**src/hw/rtl/assert_macros.svh**
```systemverilog
// Assertion macros used by the thermostat RTL.
`ifndef ASSERT_MACROS_SVH
`define ASSERT_MACROS_SVH

// Property checked on every rising edge of i_clk, muted while i_rst_n is low.
`define ASSERT_CLK(lbl, prop, msg) \
    lbl: assert property (@(posedge i_clk) disable iff (!i_rst_n) prop) else $error(msg);

// Condition that must never be true on a clock edge.
`define ASSERT_NEVER(lbl, cond, msg) \
    `ASSERT_CLK(lbl, !(cond), msg)

`endif

```
**src/hw/rtl/adt_pkg.sv**
```systemverilog
// Package: field widths, register codes and scaling constants of the thermostat.
`timescale 1ns / 1ps

package adt_pkg;

    // Item field widths
    localparam int ADC_W  = 10;
    localparam int TEMP_W = 8;
    localparam int DB_W   = 8;

    // Stream data widths, padded to whole bytes
    localparam int IN_TDATA_W  = 24;
    localparam int OUT_TDATA_W = 16;

    // Configuration port
    localparam int CFG_IDX_W  = 1;
    localparam int CFG_DATA_W = 8;

    localparam logic [CFG_IDX_W-1:0] CFG_HEATING_ENABLED = 1'd0;
    localparam logic [CFG_IDX_W-1:0] CFG_DEADBAND        = 1'd1;

    localparam logic [DB_W-1:0] DEADBAND_RST = 8'd5;

    // Degrees = floor(adc * 489 / 1000), done as adc * 489 * ceil(2^29 / 1000) >> 29
    localparam int                  SCALE_MUL_W = 28;
    localparam logic [SCALE_MUL_W-1:0] SCALE_MUL = 28'd262529919;
    localparam int                  SCALE_SHIFT = 29;
    localparam int                  SCALE_PROD_W = ADC_W + SCALE_MUL_W;
    localparam int                  SCALE_Q_W = 9;
    localparam logic [TEMP_W-1:0]   TEMP_MAX = 8'd255;

endpackage

```
**src/hw/rtl/averaged_deadband_thermostat.sv**
```systemverilog
// Top level: moving-average thermostat with dead band, heater/cooler drives and LED.
`timescale 1ns / 1ps
`include "assert_macros.svh"

// Channel  | dir | handshake                          | payload
// s_axis   | in  | i_s_axis_tvalid / o_s_axis_tready  | i_s_axis_tdata: adc_sample, setpoint
// m_axis   | out | o_m_axis_tvalid / i_m_axis_tready  | o_m_axis_tdata: mean_deg, drives, LED
// cfg      | in  | i_cfg_valid / o_cfg_ready          | i_cfg_index, i_cfg_data
//
// One item per cycle sustained while m_axis is ready; each result is registered through
// stage 1 (ring RAM read), stage 2 (sum update, write-back), output (average, drives).
// The ring lives in a RAM with a registered read; consecutive items touch different entries.
// Reset (synchronous, active low) clears the per-entry valid bits at once, so the ring
// reads as zeros immediately; no clearing pass is needed and the config port never stalls.
// Backpressure on m_axis stalls the stages in turn; two items can still enter behind a
// waiting result.

module averaged_deadband_thermostat
    import adt_pkg::*;
#(
    parameter int WINDOW      = 10,
    parameter int BLINK_TICKS = 10
) (
    input  logic                   i_clk,
    input  logic                   i_rst_n,

    input  logic                   i_s_axis_tvalid,
    output logic                   o_s_axis_tready,
    // [9:0] adc_sample, [17:10] setpoint, [23:18] zero
    input  logic [IN_TDATA_W-1:0]  i_s_axis_tdata,

    output logic                   o_m_axis_tvalid,
    input  logic                   i_m_axis_tready,
    // [7:0] mean_deg, [8] heat_cmd, [9] cool_cmd, [10] led_on, [15:11] zero
    output logic [OUT_TDATA_W-1:0] o_m_axis_tdata,

    input  logic                   i_cfg_valid,
    output logic                   o_cfg_ready,
    input  logic [CFG_IDX_W-1:0]   i_cfg_index,
    input  logic [CFG_DATA_W-1:0]  i_cfg_data
);

    localparam int AW        = $clog2(WINDOW);
    localparam int SUM_W     = TEMP_W + AW;
    localparam int AVG_SHIFT = SUM_W + AW;
    localparam int AVG_MUL_W = SUM_W + 1;
    localparam int AVG_PROD_W = SUM_W + AVG_MUL_W;
    localparam longint unsigned AVG_MUL_L =
        ((64'd1 << AVG_SHIFT) + WINDOW - 1) / WINDOW;
    localparam logic [AVG_MUL_W-1:0] AVG_MUL = AVG_MUL_W'(AVG_MUL_L);
    localparam int BLINK_W   = $clog2(BLINK_TICKS + 1);

    // Configuration registers
    logic            r_en;
    logic [DB_W-1:0] r_db;

    // Ring pointer (accept side), running sum and valid bits
    logic [AW-1:0]    r_wpos;
    logic [SUM_W-1:0] r_sum;
    logic [WINDOW-1:0] r_ring_vld;

    // Stage 1: item with RAM read in flight
    logic              r_s1_v;
    logic              r_s1_en;
    logic [TEMP_W-1:0] r_s1_temp;
    logic [TEMP_W-1:0] r_s1_set;
    logic [AW-1:0]     r_s1_addr;

    // Stage 2: updated sum
    logic              r_s2_v;
    logic              r_s2_en;
    logic [SUM_W-1:0]  r_s2_sum;
    logic [TEMP_W-1:0] r_s2_set;

    // Output stage: thermostat state doubles as the result register
    logic               r_o_v;
    logic [TEMP_W-1:0]  r_last_avg;
    logic               r_heat;
    logic               r_cool;
    logic               r_led;
    logic [BLINK_W-1:0] r_blink;

    logic [TEMP_W-1:0]  n_last_avg;
    logic               n_heat;
    logic               n_cool;
    logic               n_led;
    logic [BLINK_W-1:0] n_blink;

    // Stage handshakes
    logic ld_out, ld_s2, ld_s1, s1_ready;

    assign ld_out   = r_s2_v && (!r_o_v || i_m_axis_tready);
    assign ld_s2    = r_s1_v && (!r_s2_v || ld_out);
    assign s1_ready = !r_s1_v || ld_s2;
    assign ld_s1    = i_s_axis_tvalid && s1_ready;

    assign o_s_axis_tready = s1_ready;
    assign o_cfg_ready     = 1'b1;

    // Configuration writes
    always_ff @(posedge i_clk) begin
        if (!i_rst_n) begin
            r_en <= 1'b0;
            r_db <= DEADBAND_RST;
        end else if (i_cfg_valid) begin
            unique case (i_cfg_index)
                CFG_HEATING_ENABLED: r_en <= i_cfg_data[0];
                CFG_DEADBAND:        r_db <= i_cfg_data[DB_W-1:0];
                default: ;
            endcase
        end
    end

    // Input fields and sample scaling: one constant multiply, then saturate
    logic [ADC_W-1:0]        in_adc;
    logic [TEMP_W-1:0]       in_set;
    logic [SCALE_PROD_W-1:0] scale_prod;
    logic [SCALE_Q_W-1:0]    scale_q;
    logic [TEMP_W-1:0]       scale_temp;

    assign in_adc     = i_s_axis_tdata[ADC_W-1:0];
    assign in_set     = i_s_axis_tdata[ADC_W +: TEMP_W];
    assign scale_prod = SCALE_PROD_W'(in_adc) * SCALE_PROD_W'(SCALE_MUL);
    assign scale_q    = scale_prod[SCALE_SHIFT +: SCALE_Q_W];
    assign scale_temp = (scale_q > SCALE_Q_W'(TEMP_MAX)) ? TEMP_MAX : scale_q[TEMP_W-1:0];

    // Ring RAM: read the entry about to be replaced at accept, write it back in stage 1
    logic              ram_re;
    logic              ram_we;
    logic [TEMP_W-1:0] ram_rdata;
    logic [TEMP_W-1:0] old_temp;
    logic [SUM_W-1:0]  new_sum;

    assign ram_re = ld_s1 && r_en;
    assign ram_we = ld_s2 && r_s1_en;

    adt_ram #(
        .WIDTH (TEMP_W),
        .DEPTH (WINDOW)
    ) u_ring (
        .i_clk   (i_clk),
        .i_we    (ram_we),
        .i_waddr (r_s1_addr),
        .i_wdata (r_s1_temp),
        .i_re    (ram_re),
        .i_raddr (r_wpos),
        .o_rdata (ram_rdata)
    );

    // Entries not yet written since reset read as zero
    assign old_temp = r_ring_vld[r_s1_addr] ? ram_rdata : '0;
    assign new_sum  = r_sum - SUM_W'(old_temp) + SUM_W'(r_s1_temp);

    // Accept stage and ring pointer
    always_ff @(posedge i_clk) begin
        if (!i_rst_n) begin
            r_s1_v <= 1'b0;
            r_wpos <= '0;
        end else begin
            if (ld_s1) begin
                r_s1_v <= 1'b1;
            end else if (ld_s2) begin
                r_s1_v <= 1'b0;
            end
            if (ram_re) begin
                r_wpos <= (r_wpos == AW'(WINDOW - 1)) ? '0 : r_wpos + 1'b1;
            end
        end
    end

    always_ff @(posedge i_clk) begin
        if (ld_s1) begin
            r_s1_en   <= r_en;
            r_s1_temp <= scale_temp;
            r_s1_set  <= in_set;
            r_s1_addr <= r_wpos;
        end
    end

    // Stage 1 to 2: running sum and valid bits
    always_ff @(posedge i_clk) begin
        if (!i_rst_n) begin
            r_s2_v     <= 1'b0;
            r_sum      <= '0;
            r_ring_vld <= '0;
        end else begin
            if (ld_s2) begin
                r_s2_v <= 1'b1;
            end else if (ld_out) begin
                r_s2_v <= 1'b0;
            end
            if (ram_we) begin
                r_sum                 <= new_sum;
                r_ring_vld[r_s1_addr] <= 1'b1;
            end
        end
    end

    always_ff @(posedge i_clk) begin
        if (ld_s2) begin
            r_s2_en  <= r_s1_en;
            r_s2_sum <= new_sum;
            r_s2_set <= r_s1_set;
        end
    end

    // Average by reciprocal multiply, then dead-band decision
    logic [AVG_PROD_W-1:0] avg_prod;
    logic [TEMP_W-1:0]     avg;
    logic                  too_hot;
    logic                  too_cold;
    logic [BLINK_W-1:0]    blink_inc;

    assign avg_prod = AVG_PROD_W'(r_s2_sum) * AVG_PROD_W'(AVG_MUL);
    assign avg      = avg_prod[AVG_SHIFT +: TEMP_W];
    assign too_hot  = (avg > r_s2_set) && ((avg - r_s2_set) > r_db);
    assign too_cold = (r_s2_set > avg) && ((r_s2_set - avg) > r_db);

    always_comb begin
        n_last_avg = r_last_avg;
        n_heat     = r_heat;
        n_cool     = r_cool;
        n_led      = r_led;
        n_blink    = r_blink;
        blink_inc  = '0;
        if (r_s2_en) begin
            n_last_avg = avg;
            if (too_hot) begin
                n_cool  = 1'b1;
                n_heat  = 1'b0;
                n_blink = '0;
            end else if (too_cold) begin
                n_heat = 1'b1;
                n_cool = 1'b0;
            end
            // LED: steady when cooling, blinking when heating
            if (n_cool) begin
                n_led = 1'b1;
            end else if (n_heat) begin
                blink_inc = n_blink + 1'b1;
                if (blink_inc >= BLINK_W'(BLINK_TICKS)) begin
                    n_led   = ~r_led;
                    n_blink = '0;
                end else begin
                    n_blink = blink_inc;
                end
            end else begin
                n_led = 1'b0;
            end
        end else begin
            n_heat = 1'b0;
            n_cool = 1'b0;
            n_led  = 1'b0;
        end
    end

    // Output stage
    always_ff @(posedge i_clk) begin
        if (!i_rst_n) begin
            r_o_v      <= 1'b0;
            r_last_avg <= '0;
            r_heat     <= 1'b0;
            r_cool     <= 1'b0;
            r_led      <= 1'b0;
            r_blink    <= '0;
        end else begin
            if (ld_out) begin
                r_o_v      <= 1'b1;
                r_last_avg <= n_last_avg;
                r_heat     <= n_heat;
                r_cool     <= n_cool;
                r_led      <= n_led;
                r_blink    <= n_blink;
            end else if (i_m_axis_tready) begin
                r_o_v <= 1'b0;
            end
        end
    end

    assign o_m_axis_tvalid = r_o_v;
    assign o_m_axis_tdata  = {(OUT_TDATA_W - TEMP_W - 3)'(0), r_led, r_cool, r_heat, r_last_avg};

    // Checks
    `ASSERT_NEVER(a_drive_excl, r_heat && r_cool, "heater and cooler both driven")
    `ASSERT_CLK(a_led_idle, (!r_heat && !r_cool) |-> !r_led, "LED lit with no drive active")
    `ASSERT_CLK(a_ram_conflict, (ram_we && ram_re) |-> (r_s1_addr != r_wpos), "ring collision")
    `ASSERT_CLK(a_blink_range, r_blink < BLINK_W'(BLINK_TICKS), "blink count out of range")

endmodule

```
**src/hw/rtl/adt_ram.sv**
```systemverilog
// Generic single-port-write, single-port-read RAM with a registered read.
`timescale 1ns / 1ps

module adt_ram #(
    parameter int WIDTH = 8,
    parameter int DEPTH = 10
) (
    input  logic                     i_clk,
    input  logic                     i_we,
    input  logic [$clog2(DEPTH)-1:0] i_waddr,
    input  logic [WIDTH-1:0]         i_wdata,
    input  logic                     i_re,
    input  logic [$clog2(DEPTH)-1:0] i_raddr,
    output logic [WIDTH-1:0]         o_rdata
);

    logic [WIDTH-1:0] r_mem [DEPTH];
    logic [WIDTH-1:0] r_rdata;

    // Write port
    always_ff @(posedge i_clk) begin
        if (i_we) begin
            r_mem[i_waddr] <= i_wdata;
        end
    end

    // Read port, data held until the next read
    always_ff @(posedge i_clk) begin
        if (i_re) begin
            r_rdata <= r_mem[i_raddr];
        end
    end

    assign o_rdata = r_rdata;

endmodule

```
**config.mk**
```make
export PLATFORM = sky130hd
export DESIGN_NAME = averaged_deadband_thermostat
export DESIGN_NICKNAME = d
export VERILOG_FILES = /design/src/hw/rtl/adt_pkg.sv /design/src/hw/rtl/averaged_deadband_thermostat.sv /design/src/hw/rtl/adt_ram.sv
export VERILOG_INCLUDE_DIRS = /design/src /design/src/hw/rtl
export SDC_FILE = /design/constraint.sdc
export NUM_CORES = 1
export LEC_CHECK = 0
export ABC_CLOCK_PERIOD_IN_PS = 24200
export BUFFER_PORTS_ARGS = -buffer_cell sky130_fd_sc_hd__buf_2
export CAP_MARGIN = 20
export CORE_MARGIN = 2
export CORE_UTILIZATION = 40
export DETAILED_ROUTE_END_ITERATION = 16
export PLACE_DENSITY = 0.67
export REMOVE_ABC_BUFFERS = 1
export SLEW_MARGIN = 20
export SYNTH_ARGS = -nofsm -noshare
export SYNTH_HDL_FRONTEND = slang
export SYNTH_SLANG_ARGS = --single-unit
export TNS_END_PERCENT = 5
```
**constraint.sdc**
```tcl
create_clock -name i_clk -period 24.2 [get_ports i_clk]
set_clock_uncertainty 0.15 [all_clocks]
set_input_delay 2.42 -clock i_clk [delete_from_list [all_inputs] [get_ports i_clk]]
set_output_delay 2.42 -clock i_clk [all_outputs]
set_load 0.05 [all_outputs]
```
==> Word level (Yosys, flattened, before mapping) <==
Memory sizes are Yosys's and may differ from the RTL's. A register that Yosys moved wholly into a read port is not among the register bits.
Index checks and enable logic that the tools add are counted.
{ "word_totals": {"register_bits": 95, "latch_bits": 0, "mem_bits_rw": 80, "rom_bits": 0, "input_bits": 38, "out_inout_bits": 19, "word_cells": 94, "n_memories": 1} }
{ "mem_list": {"columns": ["memory", "words", "word_bits", "read_ports", "rd_clocked_by_memory_dff", "wr", "line", "text"], "rows": [
  ["u_ring.r_mem", 10, 8, 1, 1, 1, "adt_ram.sv:17", "logic [WIDTH-1:0] r_mem [DEPTH];"]
]} }
{ "classes": {"n_addsub": 6, "n_mul": 2, "div": 0, "n_lt_le_gt_ge": 8, "n_eq_ne": 2, "n_shift": 0, "n_mux": 31, "bitwise": 3, "reduce_logical": 21} }
{ "ops": {"columns": ["cell", "n"], "rows": [
  ["10-bit by 28-bit multiplier with 38-bit output (second input constant)", 1],
  ["8-bit > comparator", 4],
  ["4-bit 2-to-1 mux", 6],
  ["12-bit by 12-bit multiplier with 23-bit output (second input constant)", 1],
  ["1-bit 2-to-1 mux", 22],
  ["8-bit subtractor", 2],
  ["12-bit by 8-bit adder with 12-bit output", 1],
  ["12-bit by 8-bit subtractor with 12-bit output", 1],
  ["10-bit bitwise OR", 1],
  ["9-bit by 8-bit > comparator with 1-bit output (second input constant)", 1],
  ["4-bit by 1-bit adder with 4-bit output (second input constant)", 2],
  ["1-bit logical AND", 8],
  ["8-bit 2-to-1 mux", 1],
  ["2-bit AND reduction", 4],
  ["2-bit nonzero test", 3],
  ["4-bit by 5-bit less-than comparator with 1-bit output (second input constant)", 1],
  ["1-bit binary-select mux with 4-bit select", 1],
  ["1-bit demux with 4-bit select", 1],
  ["4-bit equality test (second input constant)", 1],
  ["4-bit by 1-bit greater-or-equal comparator with 1-bit output (second input constant)", 1],
  ["4-bit greater-or-equal comparator (second input constant)", 1],
  ["4-bit by 2-bit inequality test with 1-bit output (second input constant)", 1],
  ["1-bit logical NOT", 3],
  ["1-bit logical OR", 3],
  ["1-bit inverter", 2]
]} }

==> Longest topological paths before layout <==
Gate-level depths: netlist of run 1.
{ "logic_depth": {"ltp_word": 12, "ltp_mapped": 41, "mapped_depth_nobuf": 39} }

==> Modules after synthesis <==
From an unflattened synthesis of run 1, not the netlist that was laid out.
{ "hier_totals": {"cells_unflattened": 1438, "hier_area_um2": 15645.0} }
{ "modules_own_cells": {"columns": ["mod", "n_inst", "cells_each", "area_each_um2", "seq_area_each_um2"], "rows": [
  ["averaged_deadband_thermostat", 1, 1249, 12162.9, 2322.2],
  ["adt_ram", 1, 189, 3482.1, 2642.5]
]} }

==> Least setup slack after synthesis of run 1 <==
No wires, ideal clock.
{ "synth_timing": {"path_type": "register to register", "from": "register r_s2_sum[3]", "to": "register r_led", "setup_time_ns": 0.087, "t_arrival_ns": 7.679, "required_time_ns": 23.963, "setup_slack_ns": 16.284, "stages_incl_launch_ff": 40, "n_path_buf": 2, "path_cell_list": "edfxtp_1 ha_1 inv_1 fa_1 inv_1 fa_1 fa_1 inv_1 fa_1 inv_1 ha_1 or2_2 a21oi_1 a21oi_1 a21oi_1 o21ai_0 nand3_1 inv_1 (+4 left out) nand2_1 a21o_1 a21oi_1 xnor2_1 ha_1 nand3_1 nor2_1 a21oi_1 o31a_1 o21ai_2 buf_4 and2_1 ha_1 nor2b_1 nor4b_1 o21ai_0 o31a_1 o31ai_1"} }
{ "synth_via": {"elab_chain_len": 10, "word_cells_on_any_way": 24} }
{ "synth_rtl": {"columns": ["element", "line", "text"], "rows": [
  ["start: declaration", "averaged_deadband_thermostat.sv:72", "logic [SUM_W-1:0] r_s2_sum;"],
  ["start signal: assignment", "averaged_deadband_thermostat.sv:202", "r_s2_sum <= new_sum;"],
  ["12-bit by 12-bit multiplier with 23-bit output *", "averaged_deadband_thermostat.sv:214", "assign avg_prod = AVG_PROD_W'(r_s2_sum) * AVG_PROD_W'(AVG_MUL);"],
  ["named net avg_prod[18]", "averaged_deadband_thermostat.sv:208", "logic [AVG_PROD_W-1:0] avg_prod;"],
  ["8-bit subtractor (on tied branches)", "averaged_deadband_thermostat.sv:216, averaged_deadband_thermostat.sv:217", null],
  ["8-bit > comparator (on tied branches)", "averaged_deadband_thermostat.sv:216, averaged_deadband_thermostat.sv:217", null],
  ["1-bit logical AND (on tied branches)", "averaged_deadband_thermostat.sv:216, averaged_deadband_thermostat.sv:217", null],
  ["4-bit 2-to-1 mux / 1-bit 2-to-1 mux (equally long branches)", "averaged_deadband_thermostat.sv:228, averaged_deadband_thermostat.sv:232", null],
  ["4-bit 2-to-1 mux / 1-bit 2-to-1 mux (equally long branches)", "averaged_deadband_thermostat.sv:226, averaged_deadband_thermostat.sv:228", null],
  ["4-bit by 1-bit adder with 4-bit output / 1-bit 2-to-1 mux (equally long branches)", "averaged_deadband_thermostat.sv:240, averaged_deadband_thermostat.sv:226", null],
  ["4-bit greater-or-equal comparator / 1-bit 2-to-1 mux (equally long branches)", "averaged_deadband_thermostat.sv:241, averaged_deadband_thermostat.sv:239", null],
  ["4-bit by 2-bit inequality test with 1-bit output (no source line) / 1-bit 2-to-1 mux (equally long branches)", null, null],
  ["2-bit AND reduction (no source line) / 1-bit 2-to-1 mux (equally long branches)", null, null],
  ["end signal: assignment", "averaged_deadband_thermostat.sv:272", "r_led <= n_led;"],
  ["end: declaration", "averaged_deadband_thermostat.sv:80", "logic r_led;"]
]} }
Mark *: on every way through the listed nets, which the timed path passes. The rest lies on a longest branch. The select of a mux whose other input is x is not followed.
A chain may end at the register's enable or synchronous reset.

==> Final worst setup path of run 1 <==
{ "layout_timing": {"from": "register r_s2_sum[2]", "to": "register r_led"} }
The elaborated chain is that of the path after synthesis.

==> results of run 1 <==
## final cells by class
cell class | count | area, um^2 | area share, %
multi-input combinational | 933 | 9500 | 55.9
sequential | 183 | 4960 | 29.2
inverter | 265 | 995 | 5.85
tap | 518 | 648 | 3.81
clock buffer | 17 | 425 | 2.50
timing repair buffer | 52 | 280 | 1.65
clock inverter | 15 | 183 | 1.07
## sequential cells by signal, summed over array words and instances, names as in the netlist, 8 cells and up
name	cells
r_s1_temp	8
u_ring.o_rdata	8
r_sum	12
r_ring_vld	10
r_s2_set	8
r_s2_sum	12
r_last_avg	8
r_db	8
u_ring.r_mem	80
r_s1_set	8
## critical path: cells and delay by family, from the launching register on
family                   cells  cell delay [ns]
flip-flops                   1             0.50
AND/OR/NAND/NOR             10             1.53
XOR/XNOR                     3             0.77
adder cells (fa/ha/maj)      9             3.40
AO/OA/AOI/OAI               11             2.16
buffers and inverters        3             0.27
## Yosys cell counts, types with 17 or more instances
| cell type | count | area share [%] |
|---|---|---|
| sky130_fd_sc_hd__dfxtp_1 | 53 | 6.8 |
| sky130_fd_sc_hd__ha_1 | 227 | 18 |
| sky130_fd_sc_hd__nor2_1 | 56 | 1.3 |
| sky130_fd_sc_hd__nand3_1 | 22 | 0.71 |
| sky130_fd_sc_hd__a21o_1 | 18 | 0.87 |
| sky130_fd_sc_hd__fa_1 | 146 | 19 |
| sky130_fd_sc_hd__xnor2_1 | 33 | 1.9 |
| sky130_fd_sc_hd__inv_1 | 265 | 6.4 |
| sky130_fd_sc_hd__mux2i_1 | 17 | 1.1 |
| sky130_fd_sc_hd__o21ai_0 | 30 | 0.96 |
| sky130_fd_sc_hd__nand2_1 | 67 | 1.6 |
| sky130_fd_sc_hd__clkbuf_1 | 18 | 0.43 |
| sky130_fd_sc_hd__a21oi_1 | 67 | 2.1 |
| sky130_fd_sc_hd__mux4_2 | 18 | 2.6 |
| sky130_fd_sc_hd__nor2b_1 | 33 | 1.3 |
| sky130_fd_sc_hd__and2_1 | 19 | 0.76 |
| sky130_fd_sc_hd__edfxtp_1 | 130 | 25 |
## metal layers
| metal | vias to the layer above | GRT usage, % | routed length (um) |
|---|---|---|---|
| li1 | 4842 | - | - |
| met1 | 4892 | 22.4 | 14600 |
| met2 | 166 | 27.7 | 15200 |
| met3 | 29 | 2.20 | 1210 |
| met4 | 0 | 4.25 | 459 |
| met5 | - | 0 | 0 |
## through the flow
step / cells / cell area (um^2) / hold WS [ns] / setup WS [ns]
6_report: 1983 / 17000 / 0.297 / 15.32
5_1_grt: 1983 / 17000 / 0.305 / 14.60
4_1_cts: 1983 / 17000 / 0.293 / 15.26
3_5_place_dp: 1951 / 16400 / 0.267 / 15.33
3_3_place_gp: 1951 / 16400 / 0.261 / 15.43
2_1_floorplan: 1381 / 15400 / 0.250 / 16.39
## how the worst min path moves through the flow
| stage | start | end | slack (ns) | cells past startpoint |
|---|---|---|---|---|
| detailed placement | r_s1_set[7]$_DFFE_PP_ | r_s2_set[7]$_DFFE_PP_ | 0.27 | 0 |
| global route | r_s1_set[3]$_DFFE_PP_ | r_s2_set[3]$_DFFE_PP_ | 0.31 | 0 |
| floorplan | r_s1_set[0]$_DFFE_PP_ | r_s2_set[0]$_DFFE_PP_ | 0.25 | 0 |
| finish | r_s1_set[3]$_DFFE_PP_ | r_s2_set[3]$_DFFE_PP_ | 0.30 | 0 |
| CTS | r_s1_set[7]$_DFFE_PP_ | r_s2_set[7]$_DFFE_PP_ | 0.29 | 0 |
| global placement | r_s1_set[7]$_DFFE_PP_ | r_s2_set[7]$_DFFE_PP_ | 0.26 | 0 |
## logic make-up after synthesis
| group | share of synthesized area (%) |
|---|---|
| fa+ha+maj | 36.9 |
| buf+inv | 7.64 |
| simple gates | 8.52 |
| compound gates | 8.64 |
| flops | 31.8 |
| xor+xnor | 2.64 |
| mux | 3.76 |
| other cells | 0.0481 |
==> results list, run 1 <==
- Result of the run: completed
* Area enclosed by the die boundary: 40600 um^2
* Number of instances in the synthesized netlist: 1415
- Wire length of the first global-routing pass: 53200 um
- Leaving out fill and tap cells, the most frequent cell in the layout is sky130_fd_sc_hd__inv_1.
* Routed WL per cell: 15.9 um
* Crit Reg-Reg Startpoint: r_s2_sum[2]$_DFFE_PP_
* Total number of yosys warnings: 0
- For flop-to-flop paths, the worst setup slack is 15.32 ns.
- Crit path required time: 24.39 ns
- Sequential cell area fraction in the yosys report: 31.8%
- Critical Setup Path Class: flip-flop to flip-flop
- In this design, the stage delay of the slowest critical-path cell is 0.56 ns.
* Final number of hold-violating endpoints: 0
- Std cell rows: 72
- Once the floorplan was initialized, standard cells occupied 40.5% of the core.
- Accumulated negative setup slack: 0 ns
- Max Root-Sink Buffers: 2
* Clock tree from TritonCTS: done
* Die width: 202 um
- DRT iter0 DRCs: 413
- Net count reported at finish: 1863
- Path type of the worst min-delay path: flip-flop to flip-flop
- Overall global routing resource usage: 16.4%
- From bottom edge to top edge, the die measures 202 um.
- Endpoint kind of the worst setup timing path: flip-flop
- For this block, the via count after detailed routing is 9929.
- In this run the remaining antenna-violating nets after routing total 0.
- CP Data Arrival Time: 9.07 ns
* Ratio of final minimum period to clock period: 36.7%
- STA classifies the critical path startpoint as a flip-flop.
- Headroom to the max-slew limit: 28.9%
- For this run the aggregate overflow at the end of global routing stands at 0.
* Maximum fanout along the worst path: 11
- Max Fclk: 113 MHz
- In the synthesized netlist the dominant register cell turns out to be sky130_fd_sc_hd__edfxtp_1.
* Buffer cell driving the clock tree root: sky130_fd_sc_hd__clkbuf_16
* Final setup vio count: 0
- Of all flip-flops after synthesis, the portion carrying an async set or reset was 0%.
- Commonest cells after routing, fill and taps aside: sky130_fd_sc_hd__inv_1, sky130_fd_sc_hd__ha_1, sky130_fd_sc_hd__fa_1
- Number of cells on the worst reg-to-reg path: 36
- Seq cells post-synth: 183
- 57 I/O pins were placed.
- Cells fill 44.1% of the core in the end.
* Critical Path Most Common Cell: sky130_fd_sc_hd__ha_1
- Maximum number of pins on one net before global-route repair: 29
- For this design, the slowest cell found on the critical path is sky130_fd_sc_hd__fa_1.
- Post-synthesis cell area: 15600 um^2
* Detailed-placement wirelength estimate: 25000 um
* Number of antenna violations at the first check in global routing: 0
- DRT Pass-1 Iters: 5
- Final critical path time including I/O delays and setup: 8.88 ns
- Max cap viols: 0
* Clock-pin slew of the registers on the worst-case setup and hold paths: 0.07 ns
- Setup repair after global routing missed its margin: no
- Post-cts gate resize count: 0
- Drt total wl: 31500 um
* Ratio of cells with drive above 1 in the final layout: 8.94%
* Standard cell core area: 38600 um^2
* Count of hold-fix buffers inserted at cts: 0
- Number of max-slew violations in the final report: 0
- The number of antenna diodes in the final layout is 0.
- For the pin with the worst max-slew slack, the measured transition is 1.06 ns.
- A synthesized cell averages 11.0 um^2.
- Area grow syn2layout: 8.93%
- Remaining design rule violation count: 0
- For this design, the sink count on the clock tree is 183.
- Fill cells in the final layout number 3640.
- Using the TritonRoute via totals, the vias-per-cell ratio works out to 5.01.
- Placer's final routability congestion estimate: 0.874
* Number of buffers created by CTS: 17
- Launch point of the worst path: r_s2_sum[2]$_DFFE_PP_
- In this run the worst setup path terminates at r_led$_SDFFE_PN0P_.
* Destination of the worst register-to-register timing path: r_led$_SDFFE_PN0P_
- Number of global-route vias before repair: 10400
- Number of flops mapped to enable cells by yosys: 130
- CTS H-Tree Depth: 4
- Post-CTS timing repair inserted 0 buffers for setup.
* Total of buffers placed on input and output ports: 44
- Post-synthesis cell type count: 65
- Clock latency on the worst-skew pair, taken at its later pin, is 0.44 ns.
Power of run 1 is left out: the tool's default activity adds up to more than one toggle a clock period on the data nets, which glitch-free logic cannot reach.
==> inputs of run 2 (changes only) <==
--- a/config.mk
+++ b/config.mk
@@ -6,7 +6,7 @@
 export SDC_FILE = /design/constraint.sdc
 export NUM_CORES = 1
 export LEC_CHECK = 0
-export ABC_CLOCK_PERIOD_IN_PS = 24200
+export ABC_CLOCK_PERIOD_IN_PS = 8500
 export BUFFER_PORTS_ARGS = -buffer_cell sky130_fd_sc_hd__buf_2
 export CAP_MARGIN = 20
 export CORE_MARGIN = 2
==> constraint.sdc (replaced) <==
create_clock -name i_clk -period 8.5 [get_ports i_clk]
set_clock_uncertainty 0.15 [all_clocks]
set_input_delay 0.85 -clock i_clk [delete_from_list [all_inputs] [get_ports i_clk]]
set_output_delay 0.85 -clock i_clk [all_outputs]
set_load 0.05 [all_outputs]
==> run 2 against run 1 <==
Utilization up 0.54 points. Design area up 1.2%. Sequential cell count unchanged. Maximum frequency up 11%. First-iteration DRC count up 21%. Clock-buffer cell count up 1. Via count up 0.98%.
==> results list, run 2 (synthesis gave the netlist of run 1 again) <==
- Startpoint type of the worst setup path: flip-flop
- The number of top-level pins came to 57 (unchanged).
- Total of buffers placed on input and output ports: 44 (unchanged)
* Area enclosed by the die boundary: 40600 um^2 (unchanged)
- The most numerous cell type found on the critical path is sky130_fd_sc_hd__inv_1.
- DIE HEIGHT: 202 um (unchanged)
- The number of CTS-inserted buffers is 17 (unchanged).
* Worst hold start: r_s1_set[0]$_DFFE_PP_
* Final setup vio count: 0 (unchanged)
- The row count is 72 (unchanged).
- The fraction of final layout cells with drive strength greater than 1 came to 11.2% (+2.2 points).
* Wire length of the first global-routing pass: 53000 um (-0.29%)
* Endpoint kind of the worst setup timing path: flip-flop
- The number of remaining DRC errors was 0 (unchanged).
- On the critical path, the stage with the largest delay is an instance of sky130_fd_sc_hd__fa_1.
- Final number of hold-violating endpoints: 0 (unchanged)
* Most common library cell in the layout ignoring fill and taps: sky130_fd_sc_hd__inv_1
* Clock-pin slew of the registers on the worst-case setup and hold paths: 0.07 ns (about the same)
- The post-DP HPWL was 25200 um (+0.46%).
- The number of fill cells in the layout came to 3625 (-0.41%).
* Max FFs per register: 80 (unchanged)
- The clock latency at the later pin of the worst-skew pair was 0.44 ns (about the same).
- The count of vias placed by the detailed router came to 10000 (+0.98%).
* Final critical path time including I/O delays and setup: 8.02 ns (-0.861 ns)
* Combined buffer and inverter count along the critical path: 5 (+2)
* Met1 Use GR: 21.9% (-0.48 points)
- The actual transition at the worst max-transition pin was 1.04 ns (-0.0182 ns).
- The met2 usage in global routing was 27.7% (about the same).
* Destination of the worst register-to-register timing path: r_led$_SDFFE_PN0P_
- Headroom to the max-slew limit: 30.1% (+1.2 points)
- Critical Setup Path Class: flip-flop to flip-flop
- The number of antenna cells inserted is 0 (unchanged).
* Drt total wl: 31600 um (+0.28%)
- Peak-usage layer in the global routing report: met2
* CP top delay family: adder cells
- Number of max-slew violations in the final report: 0 (unchanged)
* Result of the run: completed
* Placer's final routability congestion estimate: 0.856 (-2.0%)
- The fraction of the cycle the final worst path needs came to 94.3% (+58 points).
* Final standard cell utilization of the core: 44.6% (+0.54 points)
- The chip width came to 202 um (unchanged).
- Area grow syn2layout: 10.3%
- The critical path arrival is 8.20 ns (-0.87 ns).
- The starting density of the core is 40.5% (unchanged).
- Largest regs: u_ring.r_mem (80), r_s2_sum (12), r_sum (12)
* Reg-to-reg slack, setup: 0.48 ns (-14.84 ns)
- The detail-routed via count per cell came to 5.00 (-0.13%).
- The number of global-route vias before repair was 10400 (+0.086%).
- Clock tree from TritonCTS: done
* Count of hold-fix buffers inserted at cts: 0 (unchanged)
- The global router's overall resource usage was 16.3% (-0.12 points).
- The final routed wire length divided by cell count was 15.8 um (-0.82%).
* Path type of the worst min-delay path: flip-flop to flip-flop
- Overflow left after global routing: 0 (unchanged)
- Crit path required time: 8.69 ns (-15.70 ns)
- The max-cap violation count was 0 (unchanged).
- The final net count was 1885 (+1.2%).
* CTS H-Tree Depth: 4 (unchanged)
* Max Root-Sink Buffers: 2 (unchanged)
* Number of antenna violations at the first check in global routing: 0 (unchanged)
- The CTS sink count is 183 (unchanged).
* Commonest cells after routing, fill and taps aside: sky130_fd_sc_hd__inv_1, sky130_fd_sc_hd__ha_1, sky130_fd_sc_hd__fa_1
* Largest register by flop count: u_ring.r_mem
- Antenna-violating nets left: 0 (unchanged)
* Max Fclk: 125 MHz (+11%)
- The worst register-to-register path begins at r_s2_sum[3]$_DFFE_PP_.
- Number of cells on the worst reg-to-reg path: 37 (+2.8%)
- Worst hold path endpoint: r_s2_set[0]$_DFFE_PP_
- DRT Pass-1 Iters: 5 (unchanged)
* Buffer cell driving the clock tree root: sky130_fd_sc_hd__clkbuf_16
- Maximum number of pins on one net before global-route repair: 29 (unchanged)
* Number of cells traversed by the worst hold path: 0 (unchanged)
* Maximum fanout along the worst path: 3 (-8)
- Delay of the slowest critical-path stage: 0.54 ns (-0.02 ns)
* Final critical-path setup slack: 0.483 ns (-14.84 ns)
* DRT iter0 DRCs: 500 (+21%)
- Pre-CTS worst setup slack: 0.161 ns (-15.17 ns)
* Number of stages on the worst setup path: 37 (+2.8%)
* Standard cell core area: 38600 um^2 (unchanged)
- Global-route track usage on met3: 2.25% (+0.049 points)
## run 2: cell count changes in the layout (fill, tap and decap cells not counted), moves of 2 or more
| cell | before | now |
|---|---|---|
| sky130_fd_sc_hd__buf_4 | 8 | 30 |
| sky130_fd_sc_hd__o21ai_1 | 5 | 7 |
| sky130_fd_sc_hd__clkinv_8 | 4 | 2 |
| sky130_fd_sc_hd__a211oi_2 | 3 | 5 |
| sky130_fd_sc_hd__a21oi_1 | 67 | 65 |
| sky130_fd_sc_hd__ha_4 | 0 | 3 |
| sky130_fd_sc_hd__clkinv_1 | 0 | 2 |
| sky130_fd_sc_hd__a211oi_1 | 16 | 14 |
| sky130_fd_sc_hd__ha_1 | 227 | 223 |
| sky130_fd_sc_hd__o21ai_0 | 30 | 28 |
## run 2: per-stage QoR
step / TNS (ns) / instances / hold slack, ns / area (um^2)
after global placement: 0 / 1959 / 0.255 / 16400
after global routing: -0.0362 / 2005 / 0.290 / 17200
after CTS: 0 / 1991 / 0.271 / 17000
final: 0 / 2005 / 0.271 / 17200
after floorplan: 0 / 1381 / 0.250 / 15400
after detailed placement: 0 / 1959 / 0.255 / 16400
## run 2: worst max-delay path by stage
| stage | start | end | slack, ns |
|---|---|---|---|
| final | r_s2_sum[3]$_DFFE_PP_ | r_led$_SDFFE_PN0P_ | 0.48 |
| after global routing | r_s2_sum[3]$_DFFE_PP_ | r_led$_SDFFE_PN0P_ | -0.04 |
| after CTS | r_s2_sum[4]$_DFFE_PP_ | r_led$_SDFFE_PN0P_ | 0.11 |
| after detailed placement | r_s2_sum[4]$_DFFE_PP_ | r_led$_SDFFE_PN0P_ | 0.16 |
| after global placement | r_s2_sum[4]$_DFFE_PP_ | r_led$_SDFFE_PN0P_ | 0.33 |
| after floorplan | r_s2_sum[3]$_DFFE_PP_ | r_led$_SDFFE_PN0P_ | 0.69 |
## run 2: final cells by class
class	instances	area (um^2)	share of cell area, %
Clock buffer	18	429	2.49
Multi-Input combinational cell	933	9600	55.8
Clock inverter	14	121	0.705
Timing Repair Buffer	74	445	2.59
Sequential cell	183	4960	28.9
Tap cell	518	648	3.77
Inverter	265	995	5.78
## run 2: routing by layer
| layer | vias up | routed length [um] | share of wire (%) |
|---|---|---|---|
| met2 | 181 | 15200 | 48 |
| met5 | - | 0 | 0 |
| met1 | 4916 | 14600 | 46 |
| li1 | 4890 | - | - |
| met3 | 39 | 1130 | 3.6 |
| met4 | 0 | 597 | 1.9 |
## run 2: repair_timing
| item | 4_1_cts | 5_1_grt |
|---|---|---|
| gates resized for setup | 0 | 20 |
| hold endpoints to repair | 0 | 0 |
| setup buffers | 0 | 14 |
| setup endpoints to repair | 0 | 4 |
Power of run 2 is left out for the same reason.
==> inputs of run 3 (changes only) <==
--- a/config.mk
+++ b/config.mk
@@ -9,7 +9,7 @@
 export ABC_CLOCK_PERIOD_IN_PS = 8500
 export BUFFER_PORTS_ARGS = -buffer_cell sky130_fd_sc_hd__buf_2
 export CAP_MARGIN = 20
-export CORE_MARGIN = 2
+export CORE_MARGIN = 5
 export CORE_UTILIZATION = 40
 export DETAILED_ROUTE_END_ITERATION = 16
 export PLACE_DENSITY = 0.67
@@ -18,4 +18,3 @@
 export SYNTH_ARGS = -nofsm -noshare
 export SYNTH_HDL_FRONTEND = slang
 export SYNTH_SLANG_ARGS = --single-unit
-export TNS_END_PERCENT = 5
==> run 3 against run 2 <==
Final cell count is essentially flat. Wire length shrank 1.3%. Register-to-register slack gained 0.05 ns. Critical path type unchanged. Critical path depth grew 1. First-iteration DRC count shrank 11%. Setup slack gained 0.051 ns. Maximum frequency grew 0.64%. Non-clock buffer count shrank 1. Utilization grew 0.12 points. Via count shrank 0.52%.
==> results list, run 3 (synthesis gave the netlist of run 1 again) <==
- Routed WL per cell: 15.6 um (-1.3%)
* Crit Reg-Reg Startpoint: r_s2_sum[3]$_DFFE_PP_
* Maximum number of pins on one net before global-route repair: 28 (-3.4%)
- Final critical path time including I/O delays and setup: 7.97 ns (-0.0512 ns)
- The global router's overall resource usage is 14.7% (-1.6 points).
- The actual transition at the worst max-transition pin was 0.945 ns (-0.100 ns).
- The worst hold path belongs to the class flip-flop to flip-flop.
* Detailed-placement wirelength estimate: 25200 um (+0.19%)
- Buffer cell driving the clock tree root: sky130_fd_sc_hd__clkbuf_16
- The largest driver fanout on the critical path was 4 (+1).
- The number of top-level pins came to 57 (unchanged).
- In the final layout, the registers with the most flip-flops are u_ring.r_mem (80), r_s2_sum (12), r_sum (12).
- The number of hold violations in the final report came to 0 (unchanged).
* Crit path required time: 8.69 ns (about the same)
- The y dimension of the die came to 208 um (+3.0%).
- Antenna-violating nets left: 0 (unchanged)
* CP top delay family: adder cells
* Ratio of cells with drive above 1 in the final layout: 11.4% (+0.28 points)
- Post-DP Area: 16400 um^2 (about the same)
- The first-pass GRT wire length was 51900 um (-2.1%).
- Via/cell ratio: 4.98 (-0.47%)
- CTS H-Tree Depth: 4 (unchanged)
* Total area of multi-input combinational cells: 9640 um^2 (+0.44%)
- The worst-case hold slack was 0.275 ns (+0.00419 ns).
- Accumulated negative setup slack: 0 ns (unchanged)
- Max FFs per register: 80 (unchanged)
- The placer's final routability congestion estimate came to 0.897 (+4.8%).
- Delay of the slowest critical-path stage: 0.54 ns (about the same)
* Result of the run: completed
- The peak clock frequency supported by timing was 126 MHz (+0.64%).
- Vias: 9974 (-0.52%)
* Inserted Diodes: 0 (unchanged)
- Endpoint kind of the worst setup timing path: flip-flop
- Setup repair after global routing missed its margin: no
- The number of failing setup endpoints in the final timing report is 0 (unchanged).
* Most common library cell in the layout ignoring fill and taps: sky130_fd_sc_hd__inv_1
- The sequential cell area came to 4960 um^2 (unchanged).
- Number of buffers created by CTS: 17 (unchanged)
* Worst hold start: r_s1_set[0]$_DFFE_PP_
* Standard cell core area: 38600 um^2 (+0.23%)
- Remaining design rule violation count: 0 (unchanged)
- CP Data Arrival Time: 8.16 ns (-0.04 ns)
- The clock latency at the later pin of the worst-skew pair came to 0.43 ns (about the same).
* Combined buffer and inverter count along the critical path: 7 (+2)
* Commonest cells after routing, fill and taps aside: sky130_fd_sc_hd__inv_1, sky130_fd_sc_hd__ha_1, sky130_fd_sc_hd__fa_1
* DRT Pass-1 Iters: 5 (unchanged)
* Critical Path Most Common Cell: sky130_fd_sc_hd__inv_1
- The final core area utilization was 44.7% (+0.12 points).
- The max-cap violation count was 0 (unchanged).
- CP max-delay cell: sky130_fd_sc_hd__fa_1
* Clock tree from TritonCTS: done
- The number of antenna violations at the first check in global routing was 0 (unchanged).
- The maximum clock path buffer count came to 2 (unchanged).
- Launch point of the worst path: r_s2_sum[3]$_DFFE_PP_
* Area grow syn2layout: 10.8%
- The fraction of the cycle the final worst path needs was 93.7% (-0.60 points).
- The routed wire length was 31200 um (-1.3%).
- The worst slew margin relative to its limit is 36.9% (+6.9 points).
- The floorplan die area is 43100 um^2 (+6.0%).
- Net count reported at finish: 1884 (-0.053%)
- Largest register by flop count: u_ring.r_mem
* Number of max-slew violations in the final report: 0 (unchanged)
* Std cell rows: 72 (unchanged)
- Startpoint type of the worst setup path: flip-flop
- The clock-pin slew on the worst setup and hold paths was 0.07 ns (about the same).
* Critical Setup Path Class: flip-flop to flip-flop
* Die width: 208 um (+3.0%)
- The starting density of the core came to 40.4% (-0.094 points).
- Post-layout instance area: 17300 um^2 (+0.51%)
- The number of global-route vias before repair came to 10500 (+0.23%).
- Overflow left after global routing: 0 (unchanged)
- Total of buffers placed on input and output ports: 44 (unchanged)
- The detailed router's first-iteration violation count came to 444 (-11%).
* Filler cell count in the final layout: 3576 (-1.4%)
- Number of sinks driven by the clock tree: 183 (unchanged)
## run 3: changes by cell type in the layout (fill, tap and decap cells not counted), sizes merged
cell      delta
buf          -1
bufinv       +1
clkbuf       +1
clkinv       -1
inv          -2
clkinvlp     +1
## run 3: metal layers
metal | part of all wire, % | global-route usage, % | vias up
li1 | - | - | 4891
met1 | 45 | 19.3 | 4905
met2 | 50 | 25.8 | 146
met3 | 3.5 | 1.90 | 32
met4 | 1.9 | 4.20 | 0
met5 | 0 | 0 | -
## run 3: cell type report
class / count / area share, %
clock buffer: 19 / 2.68
clock inverter: 13 / 0.803
inverter: 265 / 5.75
multi-input combinational: 933 / 55.8
tap: 518 / 3.75
sequential: 183 / 28.7
timing repair buffer: 73 / 2.53
## run 3: worst paths after layout
path	to	slack [ns]	cells after the start
setup / recovery	r_led$_SDFFE_PN0P_	0.53	38
hold / removal	r_s2_set[0]$_DFFE_PP_	0.28	0
setup reg to reg	r_led$_SDFFE_PN0P_	0.53	38
hold reg to reg	r_s2_set[0]$_DFFE_PP_	0.28	0
## run 3: worst register-to-register path: cells and delay by family, from the launching register on
kind                     cells  cell delay (ns)
AND/OR/NAND/NOR              9             1.54
buffers and inverters        7             0.49
AO/OA/AOI/OAI               11             1.46
flip-flops                   1             0.50
XOR/XNOR                     2             0.30
adder cells (fa/ha/maj)      9             3.47
## run 3: metrics by stage
step	worst slack (ns)	cells
after floorplan	0.687	1381
after global placement	0.260	1959
after detailed placement	0.136	1959
after CTS	0.0974	1991
after global routing	0.00616	2004
final	0.534	2004
## run 3: what timing repair did
item / in CTS / in global routing
setup endpoints to repair: 0 / 3
hold buffers: 0 / 0
resized for setup: 0 / 25
setup buffers: 0 / 13
Power of run 3 is left out for the same reason.
